--- config.mk ---
export PLATFORM = sky130hd
export DESIGN_NAME = kflc_div
export DESIGN_NICKNAME = d
export VERILOG_FILES = /design/src/hw/rtl/kflc_pkg.sv /design/src/hw/rtl/kflc_div.sv
export SDC_FILE = /design/constraint.sdc
export NUM_CORES = 1
export LEC_CHECK = 0
export CAP_MARGIN = 20
export CORE_ASPECT_RATIO = 0.9
export CORE_UTILIZATION = 40
export DETAILED_ROUTE_END_ITERATION = 6
export DONT_BUFFER_PORTS = 1
export PLACE_DENSITY = 0.54
export SETUP_SLACK_MARGIN = 0.1
export SLEW_MARGIN = 25
export SYNTH_ARGS = -nofsm -noshare
export SYNTH_HDL_FRONTEND = slang
export SYNTH_SLANG_ARGS = --single-unit
--- constraint.sdc ---
create_clock -name clk -period 6.17 [get_ports clk]
set_input_delay 0.9255 -clock clk [delete_from_list [all_inputs] [get_ports clk]]
set_output_delay 0.9255 -clock clk [all_outputs]
set_load 0.01 [all_outputs]
--- src/hw/rtl/kflc_pkg.sv ---
// Shared types and constants for the lag-compensated Kalman filter.
// No dependencies.
`default_nettype none
package kflc_pkg;
  localparam int unsigned DataW = 32;
  localparam int unsigned LagW = 18;
  localparam int unsigned CfgIdxW = 2;

  localparam logic [CfgIdxW-1:0] CFG_PROCESS_NOISE = 2'd0;
  localparam logic [CfgIdxW-1:0] CFG_MEASURE_NOISE = 2'd1;
  localparam logic [CfgIdxW-1:0] CFG_STEP_TIME = 2'd2;
  localparam logic [CfgIdxW-1:0] CFG_LAG_RATIO = 2'd3;

  localparam logic [31:0] RST_PROCESS_NOISE = 32'd66;
  localparam logic [31:0] RST_MEASURE_NOISE = 32'd65536;
  localparam logic [31:0] RST_STEP_TIME = 32'd655;
  localparam logic [17:0] RST_LAG_RATIO = 18'd26214;
  localparam logic [31:0] RST_VARIANCE = 32'd65536;

  localparam logic [15:0] W_OLD = 16'd45875;
  localparam logic [15:0] W_NEW = 16'd19661;

  typedef enum logic [3:0] {
    ST_IDLE, ST_GAIN, ST_GAIN_WAIT, ST_FILT, ST_VAR, ST_RAW, ST_RAW_WAIT,
    ST_SPD_OLD, ST_SPD_NEW, ST_LAG_HI, ST_LAG_LO, ST_LAG_HI2, ST_DONE
  } kflc_state_t;

  typedef struct packed {
    logic start;
    logic [63:0] dividend;
    logic [32:0] divisor;
  } kflc_div_req_t;
endpackage
`default_nettype wire

--- src/hw/rtl/kflc_div.sv ---
// Restoring divider, one quotient bit per cycle, 64 by 33 bits.
// Depends on kflc_pkg.
`default_nettype none
module kflc_div (
  input  wire logic                   clk,
  input  wire logic                   rst_n,
  input  wire kflc_pkg::kflc_div_req_t req,
  output logic                        busy,
  output logic [63:0]                 quot
);
  import kflc_pkg::*;
  logic [63:0] q_r, q_nxt;
  logic [32:0] rem_r, rem_nxt;
  logic [32:0] dsr_r;
  logic [6:0] cnt_r, cnt_nxt;
  logic [33:0] trial;

  always_comb begin
    trial = {rem_r, q_r[63]};
    rem_nxt = rem_r;
    q_nxt = q_r;
    cnt_nxt = cnt_r;
    if (cnt_r != 7'd0) begin
      if (trial >= {1'b0, dsr_r}) begin
        rem_nxt = 33'(trial - {1'b0, dsr_r});
        q_nxt = {q_r[62:0], 1'b1};
      end else begin
        rem_nxt = trial[32:0];
        q_nxt = {q_r[62:0], 1'b0};
      end
      cnt_nxt = cnt_r - 7'd1;
    end
  end

  always_ff @(posedge clk) begin
    if (!rst_n) begin
      cnt_r <= '0;
    end else if (req.start) begin
      cnt_r <= 7'd64;
    end else begin
      cnt_r <= cnt_nxt;
    end
  end

  always_ff @(posedge clk) begin
    if (req.start) begin
      q_r <= req.dividend;
      rem_r <= '0;
      dsr_r <= req.divisor;
    end else begin
      q_r <= q_nxt;
      rem_r <= rem_nxt;
    end
  end

  assign busy = (cnt_r != 7'd0);
  assign quot = q_r;
endmodule
`default_nettype wire

==> impl_metrics.toml <==
[floorplanning]
io_pins = 165
core_sq_um = 17780
fp.dieH_um = 130.3
die-area_sq_um = 18830
start_util_pct = 41.13
chipWidth_um = 144.5
rows = 46

[setup_path]
ff2ff_path_depth = 12
worstSetupEndpointType = "flop"
startpoint_type = "flop"
crit_path_max_incr_delay_ps = 570
arrival_ps = 4090
reg2reg_to = "rem_r[27]"
slowest_stage = "or2_2"
crit_path_end = "rem_r[27]"
crit_path_frequent_cell = "inv_1"
critical_path.cell_chain = "inv_1 -> ha_1 -> inv_1 -> fa_1 -> a21oi_1 -> nor3_1 -> o311ai_1 -> a2111o_1 -> a2111oi_4 -> or2_2 -> nand2_2 -> o32ai_1"
crit_type = "flop to flop"
reg2reg_from = "quot[63]"
crit_start = "quot[63]"
cp_max_fo = 28
reg2reg_setup_slack_ps = 2420
cp.required_ps = 6500

[detailed_routing]
wire_per_inst_um = 17.92
ant_nets = 0
drt-initial-drc-count = 301
postRouteWirelength_um = 16380
route.vias.total = 5049
dr.pass1.iters = 5
drc_errors = 0
drt-vias-per-instance = 5.524

[clocking]
clock_path_buffers = 2
htreeDepth = 4
clockRootBuffer = "clkbuf_16"
cts_resized = 0
cts_setup_buffers = 0
numCtsBuffers = 17
clkLatencyLatePin_ps = 420
numClockSinks = 137
path_clk_slew_ps = 60
holdBufCountCts = 0
cts_tree = "yes"

[timing]
finalCritPeriodShare_pct = 60.83
max_freq_mhz = 266.4
slew_headroom_pct = 44.38
fin_crit_ps = 3753
tightest_slew_ps = 834.3
fin_setup_tns_ps = 0
worst_slack_ps = 2417
hold_violations = 0
grt_setup_unrepaired = "false"
drv_slew = 0
setup_viol = 0
finClkSkew_ps = 8.994

[logic_synthesis]
synth_top_area_cell = "edfxtp_1"
synth_area_leaders = "edfxtp_1, dfxtp_1, mux2_2"
syn_inst = 668
synth_fp_nets = 803
yosysWarningCount = 0
synth-edff-count = 97
synth_flop_cell = "edfxtp_1"
synth_top_area_share_pct = 39.82
syn_avg_cell_area_sq_um = 10.95
yosysMostFrequentCell = "edfxtp_1"
ys_types = 60
async_flop_share_pct = 0
seq_area_frac_synth_pct = 50.77
ys_top_cells_by_count = "edfxtp_1, nand2_1, mux2_2"
ys_seq_elements = 137
netlist_area_sq_um = 7315

[final_layout]
area_growth_pct = 10.88
stdcell_count = 914
drive_above_1_share_pct = 15.60
fin_nets = 795

[worst_hold_path]
worstHoldPathCells = 2
hold_path_class = "flop to flop"
min-delay-start = "cnt_r[3]"

[global_routing]
overflow = 0
grt_pass1_wl_um = 25700
grt_start_max_net_pins = 126
grt_usage_pct = 17.56
grt_pass1_vias = 5077
antenna_found_initial = 1

[power_and_ir_drop]
seqPwrFrac_pct = 39.4
p_comb_share_pct = 34.5
p_int_uw = 2425
p_switching_uw = 1550
power.density_nw_per_um2 = 490.1
p_sw_share_pct = 38.99
clockPowerShare_pct = 26.1
leakage_uw = 0.003205
vdd_ir_drop_max_mv = 0.2078

[flow_run]
max_cap_viol_count = 0

[placement]
dp_slack_ps = 2421
place_hpwl_um = 11220
port_buffers = 0
place_inst = 881
place_congestion = 0.8501

[outcome]
status = "finished clean"
## cell type report
| type | instances | area (sq um) |
|---|---|---|
| sequential | 137 | 3714 |
| fill | 1636 | 9674 |
| tap | 240 | 300.3 |
| multi-input combinational | 458 | 3302 |
| clock inverter | 15 | 182.7 |
| clock buffer | 17 | 425.4 |
| inverter | 43 | 161.4 |
| antenna | 1 | 2.502 |
| timing repair buffer | 3 | 22.52 |
## layout by cell type (no fill, tap or decap), drive strengths merged, types with 3 or more instances in the layout
cell | Yosys | layout
a211oi | 3 | 3
a21boi | 5 | 5
a21o | 19 | 19
a21oi | 29 | 29
a311oi | 24 | 24
a31oi | 5 | 5
a32oi | 6 | 6
and2 | 6 | 6
and3 | 5 | 5
buf | 8 | 3
clkbuf | 22 | 17
clkinv | 0 | 4
dfxtp | 40 | 40
edfxtp | 97 | 97
ha | 34 | 34
inv | 43 | 52
mux2 | 64 | 64
nand2 | 66 | 66
nand2b | 3 | 3
nand3 | 10 | 10
nand4 | 5 | 5
nor2 | 59 | 59
nor2b | 5 | 5
nor3 | 10 | 10
o2111ai | 3 | 3
o211ai | 5 | 5
o21a | 3 | 3
o21ai | 24 | 24
o21bai | 3 | 3
o31ai | 4 | 4
or2 | 3 | 3
xnor2 | 18 | 18
xor2 | 12 | 12
## worst max-delay path, delay by kind of cell (launching register included)
family	cells	cell delay, ps
flops	1	460
compound gates	5	1520
simple gates	3	1110
buf+inv	2	140
fa+ha+maj	2	410
## metrics by stage
| step | total power [uW] | instance area (sq um) | utilization (%) | hold slack [ps] |
|---|---|---|---|---|
| global placement | 2937 | 7500 | 42.17 | 457.9 |
| global route | 4247 | 8108 | 45.59 | 520.7 |
| detailed placement | 2950 | 7500 | 42.17 | 481.0 |
| floorplan | 2638 | 7315 | - | 444.2 |
| CTS | 4010 | 8108 | 45.59 | 489.2 |
| finish | 3975 | 8110 | 45.60 | 492.4 |
## power by group through the flow
stage          Sequential (uW)  Clock [uW]  Combinational (uW)
6_report                  1570        1040                1370
5_1_grt                   1600        1110                1540
4_1_cts                   1570        1070                1380
3_5_place_dp              1580           0                1370
3_3_place_gp              1580           0                1350
2_1_floorplan             1520           0                1120
## per-layer routing
metal  GRT usage (%)  part of all wire (%)  vias up  routed length, um
met5               0                     0        -                  0
met4           4.768                   1.0        0                171
met3           6.385                   6.1       17                998
met2           28.00                    48      142               7790
met1           22.40                    45     2438               7421
li1                -                     -     2452                  -
## state kept, by name, summed over array words and instances, names as in the netlist
register  flops
cnt_r         7
dsr_r        33
quot         64
rem_r        33
## cell families (layout without fill, tap and decap cells)
family / count (synthesis) / count (layout) / synth area share [%]
xor gates and xnor gates: 30 / 30 / 3.592
muxes: 66 / 66 / 10.13
AOI/OAI and AO/OA: 149 / 149 / 14.57
adders and majority gates: 35 / 35 / 6.090
buffers and inverters: 73 / 78 / 4.088
other: 0 / 1 / 0
DFF: 137 / 137 / 50.77
and+or+nand+nor: 178 / 178 / 10.76
## worst min path at each step
stage | slack [ps] | endpoint
floorplan | 440 | cnt_r[3]
global placement | 460 | cnt_r[3]
detailed placement | 480 | rem_r[14]
CTS | 490 | rem_r[14]
global route | 520 | rem_r[13]
finish | 490 | cnt_r[3]
Power figures use the tool's default switching activity.
